**config.mk**
```make
export PLATFORM = sky130hd
export DESIGN_NAME = hex_line_rasterizer_top
export DESIGN_NICKNAME = d
export VERILOG_FILES = /design/src/hlr_pkg.sv /design/src/hex_line_rasterizer_top.sv
export SDC_FILE = /design/constraint.sdc
export NUM_CORES = 1
export LEC_CHECK = 0
export BUFFER_PORTS_ARGS = -buffer_cell sky130_fd_sc_hd__buf_2
export CORE_MARGIN = 5
export CORE_UTILIZATION = 25
export CTS_CLUSTER_SIZE = 30
export DETAILED_ROUTE_END_ITERATION = 7
export GPL_ROUTABILITY_DRIVEN = 0
export MAX_ROUTING_LAYER = met4
export PLACE_DENSITY = 0.37
export SETUP_SLACK_MARGIN = 0.3
export SYNTH_ARGS = -nofsm -noshare
export SYNTH_HDL_FRONTEND = slang
export SYNTH_SLANG_ARGS = --single-unit
```
**constraint.sdc**
```tcl
create_clock -name clk -period 6.9 [get_ports clk]
set_input_delay 0.69 -clock clk [delete_from_list [all_inputs] [get_ports clk]]
set_output_delay 0.69 -clock clk [all_outputs]
set_load 0.05 [all_outputs]
```
**src/hlr_pkg.sv**
```systemverilog
// ----------------------------------------------------------------------------
// hlr_pkg: shared constants of the hex line rasterizer
// Port widths of the item fields and the default coordinate width.
// ----------------------------------------------------------------------------
`default_nettype none

package hlr_pkg;

  // input coordinate ports, two's complement
  localparam int IN_W = 5;
  // output coordinate ports, two's complement
  localparam int OUT_W = 6;
  // step index port, unsigned
  localparam int IDX_W = 6;
  // default number of coordinate bits used from each input port
  localparam int COORD_BITS_DEF = 5;

endpackage

`default_nettype wire

```
**src/hex_line_rasterizer_top.sv**
```systemverilog
// ----------------------------------------------------------------------------
// hex_line_rasterizer_top: hex grid line drawing with cube rounding
// Takes two axial hexes and emits every hex of the line between them.
// ----------------------------------------------------------------------------
// Usage:
//   Input channel (in_valid / in_stall): one item carries start and end hex in
//   axial coordinates. Only the low COORD_BITS bits of each field are used,
//   sign-extended. in_stall is high while a line is being drawn.
//   Result channel (out_valid / out_stall): N+1 items per input item, N the
//   hex distance, each with hex_q, hex_r, step_index and is_last (set on the
//   end hex). A zero-length line gives the start hex alone.
//   Timing: the distance is measured in the cycle after the accepting edge,
//   the shared multiplier sets up the three cube components one at a time
//   and one rounding check follows before the first hex is shown in the
//   output register. Each further hex takes one add and one or more rounding
//   checks per component through the shared error adder before it is loaded
//   into the output register. A new item is taken only after the last hex of
//   the line has left the output register.
//   The fraction is tracked exactly: each component keeps its rounded value
//   and signed error against the denominator N, so no divider is used.
//   Reset (synchronous, active low) returns the sequencer to idle and drops
//   any partly drawn line. A stalled result holds in the output register and
//   the sequencer waits until it is taken.
// ----------------------------------------------------------------------------
`default_nettype none

module hex_line_rasterizer_top #(
  parameter int COORD_BITS = hlr_pkg::COORD_BITS_DEF
) (
  input  wire logic                            clk,
  input  wire logic                            rst_n,
  input  wire logic                            in_valid,
  output logic                                 in_stall,
  input  wire logic signed [hlr_pkg::IN_W-1:0] in_start_q,
  input  wire logic signed [hlr_pkg::IN_W-1:0] in_start_r,
  input  wire logic signed [hlr_pkg::IN_W-1:0] in_end_q,
  input  wire logic signed [hlr_pkg::IN_W-1:0] in_end_r,
  output logic                                 out_valid,
  input  wire logic                            out_stall,
  output logic signed [hlr_pkg::OUT_W-1:0]     out_hex_q,
  output logic signed [hlr_pkg::OUT_W-1:0]     out_hex_r,
  output logic        [hlr_pkg::IDX_W-1:0]     out_step_index,
  output logic                                 out_is_last
);

  // coordinates and deltas, s component included
  localparam int DW = COORD_BITS + 2;
  // hex distance, at most 2^(COORD_BITS+1)-2
  localparam int NW = COORD_BITS + 1;
  // rounding error, holds twice the error after one step
  localparam int EW = COORD_BITS + 4;
  // exact numerator coordinate * N
  localparam int XW = 2 * COORD_BITS + 4;

  typedef enum logic [5:0] {
    S_IDLE = 6'b000001,
    S_DIST = 6'b000010,
    S_INIT = 6'b000100,
    S_STEP = 6'b001000,
    S_FIX  = 6'b010000,
    S_EMIT = 6'b100000
  } state_t;

  state_t                 state_r, state_nxt;
  logic        [1:0]      comp_r, comp_nxt;
  logic        [NW-1:0]   i_r, i_nxt;
  logic        [NW-1:0]   n_r, n_nxt;
  logic signed [DW-1:0]   crd_r [3];
  logic signed [DW-1:0]   crd_nxt [3];
  logic signed [DW-1:0]   d_r [3];
  logic signed [DW-1:0]   d_nxt [3];
  logic signed [XW-1:0]   x_r [3];
  logic signed [XW-1:0]   x_nxt [3];
  logic signed [EW-1:0]   e_r [3];
  logic signed [EW-1:0]   e_nxt [3];

  logic signed [hlr_pkg::OUT_W-1:0] hq_r, hq_nxt, hr_r, hr_nxt;
  logic        [NW-1:0]             idx_r, idx_nxt;
  logic                             last_r, last_nxt;

  // sign-extended input coordinates
  logic signed [DW-1:0] aq, ar, bq, br;
  assign aq = DW'($signed(in_start_q[COORD_BITS-1:0]));
  assign ar = DW'($signed(in_start_r[COORD_BITS-1:0]));
  assign bq = DW'($signed(in_end_q[COORD_BITS-1:0]));
  assign br = DW'($signed(in_end_r[COORD_BITS-1:0]));

  // hex distance: largest delta magnitude of the three cube components
  logic [DW-1:0] mag0, mag1, mag2, mag01, span;
  assign mag0  = d_r[0][DW-1] ? DW'(-d_r[0]) : DW'(d_r[0]);
  assign mag1  = d_r[1][DW-1] ? DW'(-d_r[1]) : DW'(d_r[1]);
  assign mag2  = d_r[2][DW-1] ? DW'(-d_r[2]) : DW'(d_r[2]);
  assign mag01 = (mag0 > mag1) ? mag0 : mag1;
  assign span  = (mag01 > mag2) ? mag01 : mag2;

  // operands of the component under work
  logic signed [DW-1:0] cur_crd, cur_d;
  logic signed [XW-1:0] cur_x;
  logic signed [EW-1:0] cur_e, cur_e2, n_s, opnd, sum_e;
  logic signed [XW-1:0] n_x, prod;
  logic                 x_neg, fix_up, fix_dn, fix_any;

  assign cur_crd = crd_r[comp_r];
  assign cur_d   = d_r[comp_r];
  assign cur_x   = x_r[comp_r];
  assign cur_e   = e_r[comp_r];
  assign n_s     = EW'($signed({1'b0, n_r}));
  assign n_x     = XW'($signed({1'b0, n_r}));

  // shared multiplier: start numerator = coordinate * N
  assign prod = XW'(cur_crd) * n_x;

  // rounding check, halves away from zero; a zero-length line is exact
  assign cur_e2  = cur_e <<< 1;
  assign x_neg   = cur_x[XW-1];
  assign fix_up  = x_neg ? (cur_e2 > n_s) : (cur_e2 >= n_s);
  assign fix_dn  = x_neg ? (cur_e2 <= -n_s) : (cur_e2 < -n_s);
  assign fix_any = (fix_up | fix_dn) && (n_r != '0);

  // shared error adder: delta on a step, minus or plus N on a correction
  assign opnd  = (state_r == S_STEP) ? EW'(cur_d) : (fix_up ? -n_s : n_s);
  assign sum_e = cur_e + opnd;

  // pick the component with the largest error and rebuild it
  logic [EW-1:0]        err0, err1, err2;
  logic signed [DW-1:0] sel_q, sel_r;
  assign err0 = e_r[0][EW-1] ? EW'(-e_r[0]) : EW'(e_r[0]);
  assign err1 = e_r[1][EW-1] ? EW'(-e_r[1]) : EW'(e_r[1]);
  assign err2 = e_r[2][EW-1] ? EW'(-e_r[2]) : EW'(e_r[2]);

  always_comb begin
    sel_q = crd_r[0];
    sel_r = crd_r[1];
    if (err0 > err1 && err0 > err2) begin
      sel_q = -crd_r[1] - crd_r[2];
    end else if (err1 > err2) begin
      sel_r = -crd_r[0] - crd_r[2];
    end
  end

  always_comb begin
    state_nxt = state_r;
    comp_nxt  = comp_r;
    i_nxt     = i_r;
    n_nxt     = n_r;
    crd_nxt   = crd_r;
    d_nxt     = d_r;
    x_nxt     = x_r;
    e_nxt     = e_r;
    hq_nxt    = hq_r;
    hr_nxt    = hr_r;
    idx_nxt   = idx_r;
    last_nxt  = last_r;
    case (state_r)
      S_IDLE: begin
        if (in_valid) begin
          crd_nxt[0] = aq;
          crd_nxt[1] = ar;
          crd_nxt[2] = -aq - ar;
          d_nxt[0]   = bq - aq;
          d_nxt[1]   = br - ar;
          d_nxt[2]   = (aq + ar) - (bq + br);
          state_nxt  = S_DIST;
        end
      end
      S_DIST: begin
        n_nxt     = NW'(span);
        i_nxt     = '0;
        comp_nxt  = 2'd0;
        state_nxt = S_INIT;
      end
      S_INIT: begin
        x_nxt[comp_r] = prod;
        e_nxt[comp_r] = '0;
        if (comp_r == 2'd2) begin
          // start hex is exact; one check on the last component
          state_nxt = S_FIX;
        end else begin
          comp_nxt = comp_r + 2'd1;
        end
      end
      S_STEP: begin
        x_nxt[comp_r] = cur_x + XW'(cur_d);
        e_nxt[comp_r] = sum_e;
        state_nxt     = S_FIX;
      end
      S_FIX: begin
        if (fix_any) begin
          // move the rounded value one toward the exact point and check again
          e_nxt[comp_r]   = sum_e;
          crd_nxt[comp_r] = fix_up ? cur_crd + DW'(1) : cur_crd - DW'(1);
        end else if (comp_r == 2'd2) begin
          hq_nxt    = hlr_pkg::OUT_W'(sel_q);
          hr_nxt    = hlr_pkg::OUT_W'(sel_r);
          idx_nxt   = i_r;
          last_nxt  = (i_r == n_r);
          state_nxt = S_EMIT;
        end else begin
          comp_nxt  = comp_r + 2'd1;
          state_nxt = S_STEP;
        end
      end
      S_EMIT: begin
        if (!out_stall) begin
          if (last_r) begin
            state_nxt = S_IDLE;
          end else begin
            i_nxt     = i_r + NW'(1);
            comp_nxt  = 2'd0;
            state_nxt = S_STEP;
          end
        end
      end
      default: begin
        state_nxt = S_IDLE;
      end
    endcase
  end

  always_ff @(posedge clk) begin
    if (!rst_n) begin
      state_r <= S_IDLE;
      comp_r  <= 2'd0;
    end else begin
      state_r <= state_nxt;
      comp_r  <= comp_nxt;
    end
  end

  // payload and working registers, no reset needed
  always_ff @(posedge clk) begin
    i_r    <= i_nxt;
    n_r    <= n_nxt;
    crd_r  <= crd_nxt;
    d_r    <= d_nxt;
    x_r    <= x_nxt;
    e_r    <= e_nxt;
    hq_r   <= hq_nxt;
    hr_r   <= hr_nxt;
    idx_r  <= idx_nxt;
    last_r <= last_nxt;
  end

  assign in_stall       = (state_r != S_IDLE);
  assign out_valid      = (state_r == S_EMIT);
  assign out_hex_q      = hq_r;
  assign out_hex_r      = hr_r;
  assign out_step_index = hlr_pkg::IDX_W'(idx_r);
  assign out_is_last    = last_r;

`ifndef ASSERT_OFF
  // an accepted item starts the distance measurement
  a_accept_dist: assert property (@(posedge clk) disable iff (!rst_n)
    (in_valid && !in_stall) |=> (state_r == S_DIST))
    else $error("accepted item did not start distance step");

  // the component index never leaves the three cube components
  a_comp_range: assert property (@(posedge clk) disable iff (!rst_n)
    (state_r == S_INIT || state_r == S_STEP || state_r == S_FIX) |-> (comp_r != 2'd3))
    else $error("component index out of range");

  // the step count never passes the distance
  a_step_bound: assert property (@(posedge clk) disable iff (!rst_n)
    (state_r == S_STEP || state_r == S_FIX || state_r == S_EMIT) |-> (i_r <= n_r))
    else $error("step index beyond distance");

  // taking the last hex frees the input side
  a_last_idle: assert property (@(posedge clk) disable iff (!rst_n)
    (out_valid && !out_stall && out_is_last) |=> !in_stall)
    else $error("block busy after last hex taken");
`endif

endmodule

`default_nettype wire

```
==> results of run 1 <==
[cells in the mapped netlist, types with 35 or more instances]
| master | instances |
|---|---|
| a21oi_1 | 61 |
| and2_1 | 54 |
| clkbuf_1 | 35 |
| edfxtp_1 | 140 |
| fa_1 | 50 |
| ha_1 | 165 |
| inv_1 | 173 |
| mux2i_1 | 54 |
| nand2_1 | 108 |
| nor2_1 | 89 |
| o21ai_0 | 81 |
| xnor2_1 | 69 |
| xor2_1 | 35 |
[per-stage QoR]
| step | power, mW | std cells | utilization | setup slack (ns) |
|---|---|---|---|---|
| after floorplan | 3.96 | 1444 | - | 1.43 |
| after global placement | 4.84 | 2173 | 0.272 | 1.03 |
| after detailed placement | 4.84 | 2173 | 0.272 | 0.951 |
| after CTS | 5.84 | 2203 | 0.282 | 0.936 |
| after global routing | 6.36 | 2203 | 0.282 | 0.555 |
| final | 5.72 | 2203 | 0.282 | 0.985 |
[power groups by stage]
stage | Combinational, mW | Clock, mW | Sequential [mW]
after floorplan | 2.67 | 0 | 1.30
after global placement | 3.46 | 0 | 1.38
after detailed placement | 3.46 | 0 | 1.38
after CTS | 3.49 | 0.987 | 1.36
after global routing | 3.97 | 1.02 | 1.37
final | 3.42 | 0.951 | 1.35
[metal layers]
layer	track usage	vias to the layer above	wire (µm)
li1	-	5131	-
met1	0.188	5027	19800
met2	0.239	156	19700
met3	0.0230	40	1100
met4	0.0411	0	723
met5	-	-	0
[final cells by class]
class,instances,area (µm²),area share
sequential,148,4370,0.283
multi-input combinational,1076,8560,0.554
clock buffer,17,425,0.0275
tap,704,881,0.0570
timing repair buffer,71,423,0.0274
inverter,174,653,0.0423
clock inverter,13,143,0.00923
[flip-flops by register name, indices dropped and copies added (netlist names)]
| register | cells |
|---|---|
| comp_r | 2 |
| out_is_last | 1 |
| x_r | 42 |
| crd_r | 21 |
| e_r | 27 |
| out_step_index | 6 |
| out_hex_r | 6 |
| out_hex_q | 6 |
| d_r | 19 |
| i_r | 6 |
| n_r | 6 |
| state_r | 6 |
[worst paths after layout]
check | startpoint | to
worst max-delay path | comp_r[1]$_SDFFE_PN0P_ | x_r[40]$_DFFE_PP_
worst min-delay path | i_r[5]$_SDFFCE_PN0P_ | out_step_index[5]$_DFFE_PP_
worst max register to register | comp_r[1]$_SDFFE_PN0P_ | x_r[40]$_DFFE_PP_
worst min register to register | i_r[5]$_SDFFCE_PN0P_ | out_step_index[5]$_DFFE_PP_
[cell families (layout without fill, tap and decap cells)]
kind of cell               after synthesis  in the layout  synth area share
and+or+nand+nor                        412            412             0.151
DFF                                    148            148             0.318
other                                    2              3          0.000547
adders and majority gates              215            215             0.223
xor gates and xnor gates               104            104            0.0663
buffers and inverters                  220            275            0.0617
muxes                                   65             65            0.0486
AOI/OAI and AO/OA                      277            277             0.131
==> results.json, run 1 <==
{
  "globalRouteOverflowTotal": 0,
  "switching_share": 0.434,
  "max_stage_delay_ns": 0.71,
  "area_growth_pct": 12.4,
  "synth_cells": 1443,
  "vdd_drop_max_mv": 0.212,
  "wl_per_cell_um": 18.7,
  "fmax_mhz": 169,
  "layout_common_cells": "173 x inv_1, 165 x ha_1, 140 x edfxtp_1",
  "drive_gt1_frac": 0.0901,
  "rows": 86,
  "holdCritPathClass": "register to register",
  "cp.arrival_ns": 6.10,
  "firstDrtPassIters": 5,
  "synth_edf_count": 140,
  "min_period_ns": 5.91,
  "hpwl_um": 32200,
  "ys_seq_area_frac": 0.318,
  "placed_area_um2": 14900,
  "die_w_um": 244,
  "drv_cap": 0,
  "grt_max_degree": 40,
  "internal_power_mw": 3.24,
  "holdWs_ns": 0.541,
  "cp.depth": 20,
  "setup_viol": 0,
  "ctsHoldBuffers": 0,
  "pwr-share-seq": 0.237,
  "avgSynthCellArea_um2": 9.52,
  "synth.distinct_cells": 66,
  "antenna_found_initial": 0,
  "reg2regPathDepth": 20,
  "h-tree-depth": 4,
  "grt_pass1_vias": 10900,
  "yosysTopAreaCell": "edfxtp_1",
  "ys_warn_count": 0,
  "die-area_um2": 59800,
  "syn_area_um2": 13700,
  "grt_pass1_wl_um": 64700,
  "final_hold_viol_count": 0,
  "vias": 10400,
  "cts_root_buffer": "clkbuf_16",
  "p_clk_frac": 0.166,
  "yosys.area.top_type_share": 0.306,
  "crit_chain": "nor2b_2 > buf_4 > nand2_1 > o21ai_0 > and2_1 > ha_1 > inv_1 > fa_1 > inv_1 > fa_1 > inv_1 > fa_1 > inv_1 > ha_1 > o21ai_0 > a21oi_1 > o2111a_1 > or3_1 > a31oi_1 > nor2_1",
  "cp_max_fo": 21,
  "critical_path_class": "register to register",
  "async_flop_share": 0,
  "clock_sinks": 148,
  "final_common_cell": "inv_1",
  "finalCritPeriodShare": 0.857,
  "slew-limit-headroom": 0.220,
  "drt_wl_total_um": 41300,
  "insertion_delay_ns": 0.48,
  "drv_slew": 0,
  "drt_iter0_drc": 406,
  "worst_pin_slew_ns": 1.16,
  "crit_buf_inv": 5,
  "rrSetupSlack_ns": 0.99,
  "clk_pin_slew_ns": 0.06,
  "p_leak_nw": 6.47,
  "fin_tns_setup_ns": 0,
  "synth_seq_cells": 148,
  "holdPathStages": 0,
  "p_sw_mw": 2.48,
  "rsz0062_at_grt": "no",
  "die_y_um": 244,
  "path_common_cell": "inv_1",
  "postRouteAntennaNets": 0,
  "comb_power_share": 0.597,
  "io_pins": 45,
  "start_kind": "register",
  "drc": 0,
  "critPathTopFamily": "adder cells",
  "cts_tree": "done",
  "viasPerCell": 4.70,
  "p_per_area_nw_per_um2": 371,
  "final.setup_skew_ns": 0.0111,
  "cts_resized": 0,
  "post-cts-setup-buffer-count": 0,
  "start_util": 0.251,
  "io_buffers": 44,
  "synthTopCellsByArea": "edfxtp_1 31%, ha_1 15%, fa_1 7.3%",
  "endpoint_kind": "register",
  "antenna_cells": 0,
  "coreArea_um2": 54800,
  "grt_usage": 0.146,
  "crit_required_ns": 7.09,
  "clockBufferDepth": 2,
  "synth_flop_cell": "edfxtp_1",
  "cp_slowest_cell": "dfxtp_2",
  "cts-buffers-inserted": 17,
  "status": "complete, no violations",
  "fin_area_um2": 15400,
  "final_nets": 1727,
  "num-fill-cells": 5769
}
Note: power is estimated with default switching activity, not from simulation.
==> run 2, diff against run 1 <==
--- a/config.mk
+++ b/config.mk
@@ -15,2 +15,3 @@
 export PLACE_DENSITY = 0.37
+export REMOVE_ABC_BUFFERS = 1
 export SETUP_SLACK_MARGIN = 0.3
@@ -19 +20,2 @@
 export SYNTH_SLANG_ARGS = --single-unit
+export TNS_END_PERCENT = 50
==> constraint.sdc (replaced) <==
create_clock -name clk -period 6.9 [get_ports clk]
set_input_delay 1.38 -clock clk [delete_from_list [all_inputs] [get_ports clk]]
set_output_delay 1.38 -clock clk [all_outputs]
set_load 0.05 [all_outputs]
==> results.json, run 2 (synthesis results as in run 1) <==
{
  "regMostFlops": "x_r",
  "slew-limit-headroom": 0.222,
  "die-area_um2": 59800,
  "wl_per_cell_um": 18.4,
  "clockBufferDepth": 2,
  "min_period_ns": 5.88,
  "finalCritPeriodShare": 0.852,
  "p_sw_mw": 2.50,
  "critical_path_class": "register to register",
  "grt_usage": 0.141,
  "grt_pass1_wl_um": 63300,
  "rows": 86,
  "clk_pin_slew_ns": 0.07,
  "reg2regPathDepth": 18,
  "antenna_found_initial": 0,
  "viasPerCell": 4.65,
  "drc": 0,
  "final_nets": 1720,
  "cts-buffers-inserted": 17,
  "cp.arrival_ns": 6.06,
  "fin_tns_setup_ns": 0,
  "internal_power_mw": 3.27,
  "p_per_area_nw_per_um2": 374,
  "hpwl_um": 32400,
  "start_kind": "register",
  "max_stage_delay_ns": 0.67,
  "drv_slew": 0,
  "cp_slowest_cell": "dfxtp_2",
  "globalRouteOverflowTotal": 0,
  "die_w_um": 244,
  "crit_chain": "mux2i_1 > o21ai_0 > and2_1 > fa_1 > inv_1 > fa_1 > inv_1 > fa_1 > inv_1 > fa_1 > inv_1 > ha_1 > o21ai_0 > a21oi_1 > o2111a_1 > or3_1 > a31oi_1 > nor2_1",
  "cts_resized": 0,
  "largest_reg_flops": 42,
  "h-tree-depth": 4,
  "rsz0062_at_grt": "no",
  "final_common_cell": "inv_1",
  "firstDrtPassIters": 6,
  "switching_share": 0.433,
  "crit_required_ns": 7.08,
  "io_pins": 45,
  "drive_gt1_frac": 0.0890,
  "p_leak_nw": 6.46,
  "layout_common_cells": "173 x inv_1, 165 x ha_1, 140 x edfxtp_1",
  "final_hold_viol_count": 0,
  "final.setup_skew_ns": 0.0129,
  "cp.depth": 18,
  "io_buffers": 44,
  "top_regs": "x_r (42), e_r (27), crd_r (21)",
  "drt_iter0_drc": 594,
  "drv_cap": 0,
  "ctsHoldBuffers": 0,
  "comb_power_share": 0.592,
  "antenna_cells": 0,
  "cts_tree": "done",
  "critPathTopFamily": "adder cells",
  "fin_total_pwr_mw": 5.77,
  "die_y_um": 244,
  "insertion_delay_ns": 0.46,
  "drt_wl_total_um": 40500,
  "vdd_drop_max_mv": 0.275,
  "holdPathStages": 0,
  "cp_max_fo": 18,
  "fmax_mhz": 170,
  "vias": 10200,
  "endpoint_kind": "register",
  "grt_max_degree": 27,
  "grt_pass1_vias": 10600,
  "postRouteAntennaNets": 0,
  "status": "complete, no violations",
  "p_clk_frac": 0.173,
  "start_util": 0.251,
  "holdCritPathClass": "register to register",
  "coreArea_um2": 54800,
  "pwr-share-seq": 0.236,
  "cts_root_buffer": "clkbuf_16",
  "crit_buf_inv": 4,
  "clock_sinks": 148,
  "setup_viol": 0,
  "area_growth_pct": 12.3,
  "post-cts-setup-buffer-count": 0,
  "worst_pin_slew_ns": 1.16
}
[run 2: changes by cell type in the layout (fill, tap and decap cells not counted), moves of 2 or more]
cell      before  now
buf_4         27   20
clkinv_1       4    0
clkinv_2       3    1
clkinv_4       0    3
inv_6          0    3
[run 2: worst paths after layout]
kind                                                     to                    from  slack (ns)
worst max-delay path                      x_r[40]$_DFFE_PP_  comp_r[1]$_SDFFE_PN0P_        1.02
worst min-delay path            out_step_index[5]$_DFFE_PP_    i_r[5]$_SDFFCE_PN0P_        0.56
worst min register to register  out_step_index[5]$_DFFE_PP_    i_r[5]$_SDFFCE_PN0P_        0.56
worst max register to register            x_r[40]$_DFFE_PP_  comp_r[1]$_SDFFE_PN0P_        1.02
[run 2: worst reg2reg max path, delay by kind of cell, from the launching register on]
kind	cells	cell delay, ns
adder cells (fa/ha/maj)	5	2.36
flip-flops	1	0.67
AND/OR/NAND/NOR	3	0.74
multiplexers	1	0.42
AO/OA/AOI/OAI	5	1.22
buffers and inverters	4	0.20
[run 2: through the flow]
stage                     instances  utilization  hold slack [ns]  worst slack, ns  area (µm²)
after CTS                      2198        0.282            0.548             1.04       15400
after global routing           2198        0.282            0.576            0.660       15400
after global placement         2166        0.271            0.523             1.11       14800
final                          2198        0.282            0.560             1.02       15400
after detailed placement       2166        0.271            0.530             1.04       14800
after floorplan                1398            -            0.490           0.0207       13600
[run 2: per-layer routing]
metal  vias to the layer above  track usage  routed length, µm
met5                         -            -                  0
met4                         0       0.0328                487
met1                      4944        0.191              20100
li1                       5124            -                  -
met3                        25       0.0196                990
met2                       127        0.226              19000
[run 2: layout make-up]
class	count	area, µm²
fill	5779	39300
multi-input combinational	1076	8550
sequential	148	4370
tap	704	881
inverter	174	653
clock buffer	19	443
timing repair buffer	64	370
clock inverter	13	174
[run 2: power by group through the flow]
stage	clock network (mW)	registers [mW]	logic, mW
finish	0.996	1.36	3.41
global route	1.06	1.37	3.98
CTS	1.03	1.36	3.49
detailed placement	0	1.38	3.46
global placement	0	1.38	3.46
floorplan	0	1.31	2.65
